`src/hdl/mbb_pkg.sv`:
```
`timescale 1ns / 1ps
// ----------------------------------------------------------------------------
// Mask bounding box package
// Shared types and constants for the mask bounding box unit.
// ----------------------------------------------------------------------------
package mbb_pkg;

  localparam int COL_W      = 7;
  localparam int PIX_PER_B  = 8;
  localparam int WIDTH_W    = 11;
  localparam int HEIGHT_W   = 11;
  localparam int RBYTES_W   = 8;
  localparam int CFG_DATA_W = 11;
  localparam int BOX_XY_W   = 10;
  localparam int BOX_WH_W   = 11;

  localparam logic [RBYTES_W-1:0] ROW_BYTES_MAX = 8'd128;

  localparam logic [WIDTH_W-1:0]  RST_IMAGE_WIDTH  = 11'd400;
  localparam logic [HEIGHT_W-1:0] RST_IMAGE_HEIGHT = 11'd240;
  localparam logic [RBYTES_W-1:0] RST_ROW_BYTES    = 8'd50;
  localparam logic                RST_MASK_ENABLE  = 1'b1;

  typedef enum logic [1:0] {
    REG_IMAGE_WIDTH  = 2'd0,
    REG_IMAGE_HEIGHT = 2'd1,
    REG_ROW_BYTES    = 2'd2,
    REG_MASK_ENABLE  = 2'd3
  } cfg_reg_t;

  typedef struct packed {
    logic [WIDTH_W-1:0]  width_eff;
    logic [HEIGHT_W-1:0] height_eff;
    logic [RBYTES_W-1:0] row_bytes_eff;
    logic                mask_enable;
  } cfg_t;

  typedef struct packed {
    logic       hit;
    logic [2:0] left;
    logic [2:0] right;
  } scan_t;

  typedef struct packed {
    logic [BOX_XY_W-1:0] box_x;
    logic [BOX_XY_W-1:0] box_y;
    logic [BOX_WH_W-1:0] box_w;
    logic [BOX_WH_W-1:0] box_h;
  } box_t;

endpackage

```
`src/hdl/mbb_byte_scan.sv`:
```
`timescale 1ns / 1ps
// ----------------------------------------------------------------------------
// Mask byte scanner
// Masks off pixels beyond the image width and finds the leftmost and
// rightmost set pixel of one mask byte.
// ----------------------------------------------------------------------------
module mbb_byte_scan
  import mbb_pkg::*;
(
  input  logic [7:0]         mask_byte,
  input  logic [COL_W-1:0]   byte_column,
  input  logic [WIDTH_W-1:0] width_eff,
  output scan_t              scan
);

  int         remain;
  int         valid_cnt;
  logic [7:0] bits;

  always_comb begin
    remain = int'(width_eff) - int'(byte_column) * PIX_PER_B;
    if (remain <= 0) begin
      valid_cnt = 0;
    end else if (remain >= PIX_PER_B) begin
      valid_cnt = PIX_PER_B;
    end else begin
      valid_cnt = remain;
    end
    for (int j = 0; j < 8; j++) begin
      bits[j] = mask_byte[j] & ((7 - j) < valid_cnt);
    end
  end

  always_comb begin
    scan.hit   = |bits;
    scan.left  = 3'd0;
    scan.right = 3'd7;
    for (int j = 0; j < 8; j++) begin
      if (bits[j]) begin
        scan.left = 3'(7 - j);
      end
    end
    for (int j = 7; j >= 0; j--) begin
      if (bits[j]) begin
        scan.right = 3'(7 - j);
      end
    end
  end

endmodule

```
`src/hdl/mbb_tracker.sv`:
```
`timescale 1ns / 1ps
// ----------------------------------------------------------------------------
// Bounding box tracker
// Keeps the raster position and the running extents of set pixels, and
// forms the frame result on the last byte of a frame.
// ----------------------------------------------------------------------------
module mbb_tracker
  import mbb_pkg::*;
#(
  parameter int XW = 11,
  parameter int YW = 11
) (
  input  logic       clk,
  input  logic       rst_n,
  input  logic       step,
  input  logic [7:0] mask_byte,
  input  cfg_t       cfg,
  output logic       frame_end,
  output box_t       box
);

  logic [COL_W-1:0] byte_column_r, byte_column_nxt;
  logic [YW-1:0]    row_index_r, row_index_nxt;
  logic             any_found_r, any_found_nxt;
  logic [XW-1:0]    least_x_r, least_x_nxt;
  logic [XW-1:0]    end_x_r, end_x_nxt;
  logic [YW-1:0]    least_y_r, least_y_nxt;
  logic [YW-1:0]    end_y_r, end_y_nxt;

  scan_t         scan;
  logic [XW-1:0] xl, xr;
  logic [YW-1:0] row_end;
  logic          col_last, row_last;
  logic          upd_found;
  logic [XW-1:0] upd_least_x, upd_end_x;
  logic [YW-1:0] upd_least_y, upd_end_y;

  logic [XW+BOX_XY_W-1:0] x_ext;
  logic [YW+BOX_XY_W-1:0] y_ext;
  logic [XW+BOX_WH_W-1:0] w_ext;
  logic [YW+BOX_WH_W-1:0] h_ext;

  mbb_byte_scan u_scan (
    .mask_byte   (mask_byte),
    .byte_column (byte_column_r),
    .width_eff   (cfg.width_eff),
    .scan        (scan)
  );

  always_comb begin
    xl       = XW'(int'(byte_column_r) * PIX_PER_B + int'(scan.left));
    xr       = XW'(int'(byte_column_r) * PIX_PER_B + int'(scan.right) + 1);
    row_end  = row_index_r + 1'b1;
    col_last = (int'(byte_column_r) + 1) >= int'(cfg.row_bytes_eff);
    row_last = (int'(row_index_r) + 1) >= int'(cfg.height_eff);
    frame_end = col_last && row_last;
  end

  always_comb begin
    upd_found   = any_found_r;
    upd_least_x = least_x_r;
    upd_end_x   = end_x_r;
    upd_least_y = least_y_r;
    upd_end_y   = end_y_r;
    if (scan.hit) begin
      if (!any_found_r) begin
        upd_found   = 1'b1;
        upd_least_x = xl;
        upd_end_x   = xr;
        upd_least_y = row_index_r;
        upd_end_y   = row_end;
      end else begin
        if (xl < least_x_r)          upd_least_x = xl;
        if (xr > end_x_r)            upd_end_x   = xr;
        if (row_index_r < least_y_r) upd_least_y = row_index_r;
        if (row_end > end_y_r)       upd_end_y   = row_end;
      end
    end
  end

  always_comb begin
    x_ext = {{BOX_XY_W{1'b0}}, upd_least_x};
    y_ext = {{BOX_XY_W{1'b0}}, upd_least_y};
    w_ext = {{BOX_WH_W{1'b0}}, upd_end_x - upd_least_x};
    h_ext = {{BOX_WH_W{1'b0}}, upd_end_y - upd_least_y};
    if (!cfg.mask_enable) begin
      box.box_x = '0;
      box.box_y = '0;
      box.box_w = cfg.width_eff;
      box.box_h = cfg.height_eff;
    end else if (upd_found) begin
      box.box_x = x_ext[BOX_XY_W-1:0];
      box.box_y = y_ext[BOX_XY_W-1:0];
      box.box_w = w_ext[BOX_WH_W-1:0];
      box.box_h = h_ext[BOX_WH_W-1:0];
    end else begin
      box = '0;
    end
  end

  always_comb begin
    byte_column_nxt = byte_column_r;
    row_index_nxt   = row_index_r;
    any_found_nxt   = any_found_r;
    least_x_nxt     = least_x_r;
    end_x_nxt       = end_x_r;
    least_y_nxt     = least_y_r;
    end_y_nxt       = end_y_r;
    if (step) begin
      any_found_nxt = upd_found;
      least_x_nxt   = upd_least_x;
      end_x_nxt     = upd_end_x;
      least_y_nxt   = upd_least_y;
      end_y_nxt     = upd_end_y;
      if (!col_last) begin
        byte_column_nxt = byte_column_r + 1'b1;
      end else begin
        byte_column_nxt = '0;
        if (!row_last) begin
          row_index_nxt = row_end;
        end else begin
          row_index_nxt = '0;
          any_found_nxt = 1'b0;
          least_x_nxt   = '0;
          end_x_nxt     = '0;
          least_y_nxt   = '0;
          end_y_nxt     = '0;
        end
      end
    end
  end

  always_ff @(posedge clk) begin
    if (!rst_n) begin
      byte_column_r <= '0;
      row_index_r   <= '0;
      any_found_r   <= 1'b0;
      least_x_r     <= '0;
      end_x_r       <= '0;
      least_y_r     <= '0;
      end_y_r       <= '0;
    end else begin
      byte_column_r <= byte_column_nxt;
      row_index_r   <= row_index_nxt;
      any_found_r   <= any_found_nxt;
      least_x_r     <= least_x_nxt;
      end_x_r       <= end_x_nxt;
      least_y_r     <= least_y_nxt;
      end_y_r       <= end_y_nxt;
    end
  end

endmodule

```
`src/hdl/mask_bounding_box_unit.sv`:
```
`timescale 1ns / 1ps
// ----------------------------------------------------------------------------
// Mask bounding box unit
// Streams a 1-bit mask byte by byte and reports the bounding box of its set
// pixels once per frame.
// ----------------------------------------------------------------------------
// The unit takes one mask byte per clock cycle in raster order, most
// significant bit leftmost. Each byte passes an input register and then
// updates the extents; the last byte of a frame loads the result register,
// and the next frame may start at once. The input stalls only when a frame
// result is ready to load while the previous one still waits.
// Configuration is to be written over the cfg_ channel while the unit is
// idle; the unit itself does not enforce this.
module mask_bounding_box_unit
  import mbb_pkg::*;
#(
  parameter int MAX_WIDTH  = 1024,
  parameter int MAX_HEIGHT = 1024
) (
  input  logic                  clk,
  input  logic                  rst_n,
  input  logic                  in_valid,
  output logic                  in_stall,
  input  logic [7:0]            in_mask_byte,
  output logic                  out_valid,
  input  logic                  out_stall,
  output logic [BOX_XY_W-1:0]   out_box_x,
  output logic [BOX_XY_W-1:0]   out_box_y,
  output logic [BOX_WH_W-1:0]   out_box_w,
  output logic [BOX_WH_W-1:0]   out_box_h,
  input  logic                  cfg_valid,
  output logic                  cfg_ready,
  input  cfg_reg_t              cfg_index,
  input  logic [CFG_DATA_W-1:0] cfg_data
);

  localparam int XW = $clog2(MAX_WIDTH + 1);
  localparam int YW = $clog2(MAX_HEIGHT + 1);

  logic [WIDTH_W-1:0]  image_width_r;
  logic [HEIGHT_W-1:0] image_height_r;
  logic [RBYTES_W-1:0] row_bytes_r;
  logic                mask_enable_r;
  cfg_t                cfg;

  logic       s1_valid_r, s1_valid_nxt;
  logic [7:0] s1_byte_r;
  logic       s1_go, s1_load, step;

  logic frame_end;
  box_t box;
  logic out_valid_r, out_valid_nxt;
  box_t out_box_r;

  assign cfg_ready = 1'b1;

  always_ff @(posedge clk) begin
    if (!rst_n) begin
      image_width_r  <= RST_IMAGE_WIDTH;
      image_height_r <= RST_IMAGE_HEIGHT;
      row_bytes_r    <= RST_ROW_BYTES;
      mask_enable_r  <= RST_MASK_ENABLE;
    end else if (cfg_valid && cfg_ready) begin
      unique case (cfg_index)
        REG_IMAGE_WIDTH:  image_width_r  <= cfg_data[WIDTH_W-1:0];
        REG_IMAGE_HEIGHT: image_height_r <= cfg_data[HEIGHT_W-1:0];
        REG_ROW_BYTES:    row_bytes_r    <= cfg_data[RBYTES_W-1:0];
        REG_MASK_ENABLE:  mask_enable_r  <= cfg_data[0];
      endcase
    end
  end

  always_comb begin
    if (int'(image_width_r) > MAX_WIDTH) begin
      cfg.width_eff = WIDTH_W'(MAX_WIDTH);
    end else begin
      cfg.width_eff = image_width_r;
    end
    priority if (image_height_r == '0) begin
      cfg.height_eff = HEIGHT_W'(1);
    end else if (int'(image_height_r) > MAX_HEIGHT) begin
      cfg.height_eff = HEIGHT_W'(MAX_HEIGHT);
    end else begin
      cfg.height_eff = image_height_r;
    end
    priority if (row_bytes_r == '0) begin
      cfg.row_bytes_eff = RBYTES_W'(1);
    end else if (row_bytes_r > ROW_BYTES_MAX) begin
      cfg.row_bytes_eff = ROW_BYTES_MAX;
    end else begin
      cfg.row_bytes_eff = row_bytes_r;
    end
    cfg.mask_enable = mask_enable_r;
  end

  mbb_tracker #(
    .XW (XW),
    .YW (YW)
  ) u_tracker (
    .clk       (clk),
    .rst_n     (rst_n),
    .step      (step),
    .mask_byte (s1_byte_r),
    .cfg       (cfg),
    .frame_end (frame_end),
    .box       (box)
  );

  always_comb begin
    s1_go        = !frame_end || !out_valid_r || !out_stall;
    step         = s1_valid_r && s1_go;
    in_stall     = s1_valid_r && !s1_go;
    s1_load      = in_valid && !in_stall;
    s1_valid_nxt = s1_load || (s1_valid_r && !s1_go);
    out_valid_nxt = (step && frame_end) || (out_valid_r && out_stall);
  end

  always_ff @(posedge clk) begin
    if (!rst_n) begin
      s1_valid_r  <= 1'b0;
      out_valid_r <= 1'b0;
    end else begin
      s1_valid_r  <= s1_valid_nxt;
      out_valid_r <= out_valid_nxt;
    end
  end

  always_ff @(posedge clk) begin
    if (s1_load) begin
      s1_byte_r <= in_mask_byte;
    end
    if (step && frame_end) begin
      out_box_r <= box;
    end
  end

  assign out_valid = out_valid_r;
  assign out_box_x = out_box_r.box_x;
  assign out_box_y = out_box_r.box_y;
  assign out_box_w = out_box_r.box_w;
  assign out_box_h = out_box_r.box_h;

endmodule
```
`config.mk`:
```
export PLATFORM = sky130hd
export DESIGN_NAME = mask_bounding_box_unit
export DESIGN_NICKNAME = d
export VERILOG_FILES = /design/src/hdl/mbb_pkg.sv /design/src/hdl/mbb_byte_scan.sv /design/src/hdl/mbb_tracker.sv /design/src/hdl/mask_bounding_box_unit.sv
export SDC_FILE = /design/constraint.sdc
export NUM_CORES = 1
export LEC_CHECK = 0
export BUFFER_PORTS_ARGS = -buffer_cell sky130_fd_sc_hd__buf_2
export CAP_MARGIN = 5
export CORE_ASPECT_RATIO = 0.9
export CORE_MARGIN = 1
export CORE_UTILIZATION = 50
export CTS_CLUSTER_DIAMETER = 200
export CTS_CLUSTER_SIZE = 14
export DETAILED_ROUTE_END_ITERATION = 10
export PLACE_DENSITY = 0.68
export RECOVER_POWER = 25
export SLEW_MARGIN = 0
export SYNTH_ARGS = -nofsm -noshare
export SYNTH_HDL_FRONTEND = slang
export SYNTH_SLANG_ARGS = --single-unit
```
`constraint.sdc`:
```
create_clock -name clk -period 14.6 [get_ports clk]
set_input_delay 0.73 -clock clk [delete_from_list [all_inputs] [get_ports clk]]
set_output_delay 0.73 -clock clk [all_outputs]
set_load 0.02 [all_outputs]
```
After elaboration in Yosys (flattened, before gate mapping). Cells that the tools add are included.

Bits in registers: 146. Word-level logic and storage cells: 133. Output and inout bits: 45. Input port bits: 26.

Eq/ne operators: 3. Reduce and logical (&&, ||, !) cells: 25. $add $sub $neg: 10. Mux-type cells: 50. Bitwise gates (word level): 8. Order comparisons: 19.

Operators with widths (number): 2-to-1 mux 11 bit (24); < comparator 4 x 32 -> 1 bit, first input constant (4); < comparator 3 x 32 -> 1 bit, first input constant (2); 2-to-1 mux 32 bit (2); 2-to-1 mux 3 bit (16); 2-to-1 mux 22 bit (2); greater-or-equal comparator 32 x 12 -> 1 bit (1); greater-or-equal comparator 32 x 9 -> 1 bit (1); < comparator 1 x 32 -> 1 bit, first input constant (1); < comparator 2 x 32 -> 1 bit, first input constant (1); adder 10 x 3 -> 11 bit (2); > comparator 11 bit (2); > comparator 11 bit, second input constant (2); < comparator 11 bit (2); subtractor 11 bit (2); 2-to-1 mux 8 bit (2); adder 11 x 1 -> 12 bit, second input constant (1); greater-or-equal comparator 12 x 5 -> 1 bit, second input constant (1); less-or-equal comparator 12 x 1 -> 1 bit, second input constant (1); AND reduction 2 bit (6); subtractor 11 x 10 -> 12 bit (1); adder 11 x 1 -> 11 bit, second input constant (1); adder 11 x 2 -> 11 bit, second input constant (1); zero test 11 bit (1); 14 further kinds (36).

Longest topological paths before layout. Gate-level depths: netlist (run 1).

Depth in word-level cells: 25. Mapped depth: 39.

Cells and area by module. A second synthesis (run 1) with hierarchy kept.

Cell total of the unflattened synthesis: 1069. Area total of the unflattened synthesis: 9530.4 um^2.

By module, submodules not included: mbb_tracker (cells each 733, sequential area each 1261.2 um^2, instances 1, area each 5784.3 um^2); mask_bounding_box_unit (cells each 231, sequential area each 2162.1 um^2, instances 1, area each 2987.9 um^2); mbb_byte_scan (cells each 105, sequential area each 0.0 um^2, instances 1, area each 758.2 um^2).

Worst setup path before layout (run 1). No wires, ideal clock.

Path type: reg-to-reg. Start: reg image_width_r[10]. End: reg out_box_r, in the netlist out_box_w[9] (data pin). Stages on the path, launching flop included: 36. Path buffers: 3. Arrival time: 7.229 ns. Required time: 14.343 ns. Library setup time: 0.257 ns. Period minus slack after synthesis: 7.486 ns. Slack: 7.114 ns. Cell sequence: dfxtp_1 -> clkbuf_1 -> nor2b_1 -> fa_1 -> a21o_1 -> a221oi_2 -> xnor2_1 -> and3_1 -> clkbuf_1 -> a31oi_1 -> o21ai_0 -> a32oi_1 -> inv_1 -> ha_1 -> nand3_1 -> xnor2_1 -> ha_1 -> a31oi_1 -> nor2b_1 -> o21ai_0 -> o2111ai_1 -> a21oi_1 -> nor3_2 -> buf_2 -> o21ai_0 -> ha_1 -> nor2b_1 -> o21ai_0 -> a21boi_0 -> o21ai_0 -> a21boi_0 -> o21ai_0 -> a21oi_1 -> o21a_1 -> or3_1 -> a32o_1.

RTL lines: from (decl) (line mask_bounding_box_unit.sv:40) `logic [WIDTH_W-1:0] image_width_r;`; from (signal assigned) (line mask_bounding_box_unit.sv:65) `REG_IMAGE_WIDTH: image_width_r <= cfg_data[WIDTH_W-1:0];`; to (signal assigned) (line mask_bounding_box_unit.sv:133) `out_box_r <= box;`; to (decl) (line mask_bounding_box_unit.sv:53) `box_t out_box_r;`.

==> results of run 1 <==
-- power by group through the flow --
stage / logic [uW] / registers [uW] / clock network [uW]
after global routing: 267 / 461 / 484
after detailed placement: 238 / 467 / 0
after global placement: 236 / 467 / 0
after CTS: 241 / 459 / 467
after floorplan: 169 / 474 / 0
final: 243 / 459 / 463
-- metal layers --
layer / global-route usage / part of all wire / vias up
li1: - / - / 4040
met1: 0.4160 / 0.50 / 3923
met2: 0.3724 / 0.41 / 317
met3: 0.05379 / 0.076 / 28
met4: 0.07274 / 0.014 / 0
met5: 0 / 0 / -
-- cells by family after synthesis --
kind of cell | count (synthesis)
AO/OA/AOI/OAI | 280
XOR/XNOR | 36
adder cells (fa/ha/maj) | 93
buffers and inverters | 125
flip-flops | 146
multiplexers | 32
other | 1
AND/OR/NAND/NOR | 382
-- cell type report --
class	instances	area, um^2	share of cell area
inverter	79	296.5	0.02808
sequential	146	3423	0.3241
multi-input combinational	824	5553	0.5258
clock inverter	9	126.4	0.01197
timing repair buffer	78	365.4	0.03459
tap	245	306.5	0.02902
clock buffer	23	490.5	0.04644
-- synthesized netlist by cell type, types with 16 or more instances --
cell type / n
nor2_1: 82
nor3_1: 16
inv_1: 78
a21oi_1: 73
mux2i_1: 23
nand2_1: 149
dfxtp_1: 96
a32o_1: 20
edfxtp_1: 50
xnor2_1: 25
a21o_1: 20
ha_1: 90
nor2b_1: 23
nand3_1: 48
clkbuf_1: 31
o21ai_0: 60
-- stage by stage --
stage / utilization / hold slack (ns) / cells / power (uW) / worst slack, ns
5_1_grt: 0.5720 / 0.4573 / 1404 / 1211 / 5.131
2_1_floorplan: - / 0.4361 / 1095 / 642.6 / 7.114
6_report: 0.5720 / 0.4722 / 1404 / 1165 / 5.863
4_1_cts: 0.5745 / 0.4606 / 1404 / 1167 / 6.029
3_3_place_gp: 0.5411 / 0.4591 / 1372 / 703.5 / 6.266
3_5_place_dp: 0.5411 / 0.4668 / 1372 / 705.5 / 6.071
-- path summary, 6_finish.rpt --
check	from	slack, ns	cells past startpoint	to
max reg2reg	image_width_r[10]$_SDFFE_PN0P_	5.86	37	out_box_w[9]$_DFFE_PP_
min	in_mask_byte[2]	0.47	1	s1_byte_r[2]$_DFFE_PP_
min reg2reg	u_tracker.end_x_r[2]$_SDFFE_PN0P_	0.47	2	u_tracker.end_x_r[2]$_SDFFE_PN0P_
max	image_width_r[10]$_SDFFE_PN0P_	5.86	37	out_box_w[9]$_DFFE_PP_
-- worst max-delay path, delay by kind of cell, from the launching register on --
kind / cells / cell delay, ns
AND/OR/NAND/NOR: 9 / 1.53
buffers and inverters: 4 / 0.57
flip-flops: 1 / 0.60
XOR/XNOR: 2 / 0.35
AO/OA/AOI/OAI: 17 / 3.92
adder cells (fa/ha/maj): 5 / 1.49
-- flip-flops by register name (all words and copies together), names as in the netlist --
| name | flops |
|---|---|
| row_bytes_r | 8 |
| out_box_h | 11 |
| image_width_r | 11 |
| s1_valid_r | 1 |
| u_tracker.least_y_r | 11 |
| u_tracker.least_x_r | 11 |
| out_box_x | 10 |
| u_tracker.row_index_r | 11 |
| out_box_y | 10 |
| u_tracker.any_found_r | 1 |
| s1_byte_r | 8 |
| image_height_r | 11 |
| u_tracker.byte_column_r | 7 |
| mask_enable_r | 1 |
| u_tracker.end_x_r | 11 |
| out_valid | 1 |
| out_box_w | 11 |
| u_tracker.end_y_r | 11 |
==> metrics.md, run 1 <==
| Metric | Value |
|---|---|
| Skew final | about 0.013 ns |
| Max_cap viols | 2 |
| Fillcell total | between 1500 and 2000 |
| Max clock buf depth | 2 |
| Hold crit path type | input port to flip-flop |
| Main combinational cell family by area after synthesis | compound AO/OA/AOI/OAI gates |
| DIE AREA | ~0.020 mm^2 |
| Switching pwr | ~340 uW |
| Worst-margin pin slew | approximately 2.9 ns |
| Core box area | 0.01847 mm^2 |
| Worst VDD drop | about 0.086 mV |
| First-pass GRT wire length | 40310 um |
| Drt total wl | 25900 um |
| Num CTS Buffers | 17 |
| Clock Sinks | 146 |
| XOR/XNOR share of the synthesized area | 0.03471 |
| Global route overflow | 0 |
| Die height | 132.6 um |
| Seq/Total Area, Yosys | 0.3610 |
| Post-route clock period utilization | 0.5984 |
| Number of synthesized register bits | ~150 |
| Worst-path clk slew | approximately 0.060 ns |
| Gate Count Post-Synth | 1095 |
| Mapped Area | 0.009482 mm^2 |
| Pin count of the biggest net entering global routing | 61 |
| Commonest non-fill, non-tap cell in the layout | nand2_1 |
| Pwr Density | roughly 110 mW/mm^2 |
| Vias in the first global route | between 7000 and 8000 |
| Ys async rst share | 0 |
| Layout overhead on the synthesized area | 11.39% |
| Cts repair resizes | 0 |
| Logic pwr share | 0.208 |
| Worst setup path category | flip-flop to flip-flop |
| Unrepaired setup endpoints after global routing | false |
| Post-route antenna net violation count | 0 |
| Most frequent cells in the layout | 149 x nand2_1, 96 x dfxtp_1, 90 x ha_1 |
| Post-route DRC | 0 |
| Post-synthesis mux area share | 0.03497 |
| Flop pwr share | 0.394 |
| Adder-Cell Fraction of Synth Area | 0.1251 |
| Core Rows | between 40 and 50 |
| Nature of the critical path startpoint | flip-flop |
| RePlAce Congestion | 0.9796 |
| Top FF cell, synth | dfxtp_1 |
| Syn Area/Cell | 8.659 um^2 |
| # nets final | about 1300 |
| CTS H-tree lvls | 4 |
| Fmax | between 100 and 150 MHz |
| Final hold viol count | 0 |
| CP Capture Type | flip-flop |
| Most frequent CP cell | o21ai_0 |
| Distinct cells, synth | 75 |
| CTS tree | built |
| Initial antenna violation count | 0 |
| TNS Setup | 0 ns |
| CP max FO | 16 |
| WL/cell | ~18 um |
| Post-synth EDFFs | 50 |
| PortBufs | 69 |
| Status | complete, but fails checks |
| Slew Limit Fails | a little over 100 |
| Vias | just over 8000 |
| Layout cells sized above 1 | 0.08369 |
| Post-Synth Simple-Gate Area | 0.1875 |
| Clock Latency Late Sink | about 0.44 ns |
| Hold-fix buffers, CTS | 0 |
| Worst rel slew slack | -0.9357 |
| Die W | ~150 um |
| Leak Pwr | approximately 0.0042 uW |
| Switching Share | 0.2896 |
| Vias/cell | 5.917 |
| Critical path's slowest cell | a32oi_1 |
| Post-route cell area | about 0.011 mm^2 |
| Post-DP HPWL | between 15000 and 20000 um |
| Worst Path Arrival | 8.92 ns |
| Largest cells by area after synthesis | dfxtp_1 20%, edfxtp_1 16%, ha_1 12% |
| Clk pwr share | 0.398 |
| Final Critical Period | 8.737 ns |
| Total track usage | 0.2685 |
| Int Power | around 830 uW |
| Area leader, netlist | dfxtp_1 |
| Clk root buf | clkbuf_16 |
| Yosys top cell area share | 0.2027 |
| Final setup vio count | 0 |
| Starting density of the core | 0.5135 |
| Failing checks | max-capacitance violations, max-slew violations |
| Compound-Gate Fraction of Synth Area | 0.2030 |
| Worst path max stage delay | approximately 0.69 ns |
| Area post-placement | roughly 0.01 mm^2 |
| Critical path required time | about 15 ns |
| Ant diodes | 0 |
| Num ports | 71 |
| DRT iter0 DRCs | between 700 and 800 |
| Post-CTS Setup Repair Bufs | 0 |
| Synth Net Count | approximately 1200 |
| Drt pass-1 iters | 6 |
| Yosys Warn Count | 0 |
(Power assumes the default switching activity.)
==> run 2: changes to the inputs <==
==> constraint.sdc (replaced) <==
create_clock -name clk -period 8.75 [get_ports clk]
set_input_delay 0.4375 -clock clk [delete_from_list [all_inputs] [get_ports clk]]
set_output_delay 0.4375 -clock clk [all_outputs]
set_load 0.02 [all_outputs]
==> metrics.md, run 2 (same netlist as run 1, synthesis figures left out) <==
| Metric | Value |
|---|---|
| Status | complete, but fails checks |
| Failing checks | max-capacitance violations, max-slew violations |
| Die height | 132.6 um (unchanged) |
| Final setup vio count | 0 (unchanged) |
| Final hold viol count | 0 (unchanged) |
| Critical path's slowest cell | dfxtp_1 |
| Post-route clock period utilization | 0.9152 (+0.3168) |
| Drt total wl | 26400 um (+1.9%) |
| DIE AREA | 0.01952 mm^2 (unchanged) |
| Clk root buf | clkbuf_16 |
| Initial antenna violation count | 0 (unchanged) |
| Hold slack | 0.1773 ns (-0.2950 ns) |
| Die W | 147.2 um (unchanged) |
| Flop pwr share | 0.402 (+0.008) |
| Vias | 8375 (+0.81%) |
| Fillcell total | 1730 (+1.7%) |
| Switching Share | 0.3071 (+0.01755) |
| Worst path max stage delay | 0.54 ns (-0.15 ns) |
| Core box area | 0.01847 mm^2 (unchanged) |
| Num ports | 71 (unchanged) |
| Worst setup path category | flip-flop to flip-flop |
| PortBufs | 69 (unchanged) |
| Final Critical Period | 8.008 ns (-0.7292 ns) |
| Int Power | 1318 uW (+59%) |
| CP Capture Type | flip-flop |
| Worst-margin pin slew | 2.085 ns (-0.8182 ns) |
| Max clock buf depth | 2 (unchanged) |
| FF/Latch Area | 0.003423 mm^2 (unchanged) |
| Worst VDD drop | 0.1303 mV (+52%) |
| Clock Sinks | 146 (unchanged) |
| Logic pwr share | 0.216 (+0.008) |
| Switching pwr | 584.1 uW (+73%) |
| Clk pwr share | 0.382 (-0.016) |
| Crit Reg-Reg Endpoint | out_box_w[9]$_DFFE_PP_ |
| End of the critical path | out_box_w[9]$_DFFE_PP_ |
| # nets final | 1272 (+0.55%) |
| Worst rel slew slack | -0.3903 (+0.5455) |
| CTS tree | built |
| Most frequent CP cell | o21ai_0 |
| Post-route antenna net violation count | 0 (unchanged) |
| Post-CTS Setup Repair Bufs | 0 (unchanged) |
| Vias in the first global route | 7574 (+3.6%) |
| Max_cap viols | 1 (-1) |
| CTS H-tree lvls | 4 (unchanged) |
| Layout overhead on the synthesized area | 11.69% |
| DRT iter0 DRCs | 814 (+2.0%) |
| Design Power | 1902 uW (+63%) |
| Worst r2r src | u_tracker.byte_column_r[3]$_SDFFE_PN0P_ |
| Worst-path clk slew | 0.06 ns (about the same) |
| Hold-fix buffers, CTS | 0 (unchanged) |
| Flop2flop setup slack | 0.74 ns (-5.12 ns) |
| First element of the critical path | u_tracker.byte_column_r[3]$_SDFFE_PN0P_ |
| Area of the multi-input gates | 0.005563 mm^2 (+0.18%) |
| Post-route cell area | 0.01059 mm^2 (+0.27%) |
| Clock Latency Late Sink | 0.43 ns (about the same) |
| Pwr Density | 179.6 mW/mm^2 (+63%) |
| Post-DP HPWL | 19810 um (+2.7%) |
| Layout cells sized above 1 | 0.08662 (+0.002928) |
| Leak Pwr | 0.004200 uW (about the same) |
| Vias/cell | 5.936 (+0.31%) |
| Global route overflow | 0 (unchanged) |
| Hold crit path type | input port to flip-flop |
| Worst Path Arrival | 8.19 ns (-0.73 ns) |
| Core Rows | 47 (unchanged) |
| Skew final | 0.007324 ns (-0.005673 ns) |
| Most frequent cells in the layout | 149 x nand2_1, 96 x dfxtp_1, 90 x ha_1 |
| Commonest non-fill, non-tap cell in the layout | nand2_1 |
| Drt pass-1 iters | 5 (-1) |
| First-pass GRT wire length | 40940 um (+1.6%) |
| CP max FO | 16 (unchanged) |
| WL/cell | 18.71 um (+1.4%) |
| RePlAce Congestion | 0.9330 (-4.8%) |
| Pin count of the biggest net entering global routing | 60 (-1.6%) |
| Post-route DRC | 0 (unchanged) |
| Nature of the critical path startpoint | flip-flop |
| Fmax | 124.9 MHz (+9.1%) |
| Starting density of the core | 0.5135 (unchanged) |
| Slew Limit Fails | 41 (-60%) |
| Ant diodes | 0 (unchanged) |
| Unrepaired setup endpoints after global routing | false |
| TNS Setup | 0 ns (unchanged) |
| Critical path required time | 8.93 ns (-5.85 ns) |
| Reg2Reg Depth | 32 (-14%) |
| Total track usage | 0.2730 (+0.004491) |
| Area post-placement | 0.01004 mm^2 (+0.53%) |
| Num CTS Buffers | 17 (unchanged) |
==> run 2: power groups by stage <==
stage	combinational, uW	sequential (uW)	clock (uW)
2_1_floorplan	282	790	0
3_3_place_gp	404	777	0
3_5_place_dp	404	778	0
4_1_cts	408	763	737
5_1_grt	451	766	765
6_report	411	764	727
==> run 2: area by class of cell <==
type | count | share of cell area
flip-flops and latches | 146 | 0.3232
clock buffers | 21 | 0.04750
multi-input cells | 824 | 0.5253
inverters | 79 | 0.02800
repair buffers | 85 | 0.03875
clock inverters | 11 | 0.008270
well taps | 245 | 0.02895
==> run 2: per-stage QoR <==
stage                     worst slack, ns    util  std cells
after floorplan                     1.264       -       1095
after global placement             0.7056  0.5440       1379
after detailed placement           0.5510  0.5440       1379
after CTS                          0.5204  0.5760       1411
after global routing          0.000003553  0.5735       1411
final                              0.7419  0.5735       1411
==> run 2: worst min path at each step <==
stage / end / depth (start not counted) / start
3_3_place_gp: u_tracker.end_x_r[9]$_SDFFE_PN0P_ / 2 / u_tracker.end_x_r[9]$_SDFFE_PN0P_
2_1_floorplan: row_bytes_r[0]$_SDFFE_PN0P_ / 2 / row_bytes_r[0]$_SDFFE_PN0P_
3_5_place_dp: u_tracker.end_x_r[9]$_SDFFE_PN0P_ / 2 / u_tracker.end_x_r[9]$_SDFFE_PN0P_
5_1_grt: s1_byte_r[2]$_DFFE_PP_ / 1 / in_mask_byte[2]
6_report: s1_byte_r[7]$_DFFE_PP_ / 1 / in_mask_byte[7]
4_1_cts: s1_byte_r[7]$_DFFE_PP_ / 1 / in_mask_byte[7]
==> run 2: repair_timing <==
| action | CTS | global route |
|---|---|---|
| resized for setup | 0 | 2 |
| endpoints found under the setup margin | 0 | 2 |
| endpoints found under the hold margin | 0 | 0 |
==> run 2: critical path, delay by kind of cell (launching register included) <==
| kind | cells | cell delay, ns |
|---|---|---|
| AOI/OAI and AO/OA | 19 | 4.14 |
| and+or+nand+nor | 7 | 1.34 |
| DFF | 1 | 0.54 |
| xor gates and xnor gates | 1 | 0.27 |
| buffers and inverters | 1 | 0.18 |
| adders and majority gates | 4 | 1.30 |
==> run 2: per-layer routing <==
layer	global-route usage	share of wire	vias to the layer above
met2	0.3873	0.41	322
li1	-	-	4067
met3	0.05690	0.081	44
met4	0.08076	0.022	0
met5	0	0	-
met1	0.4112	0.49	3942
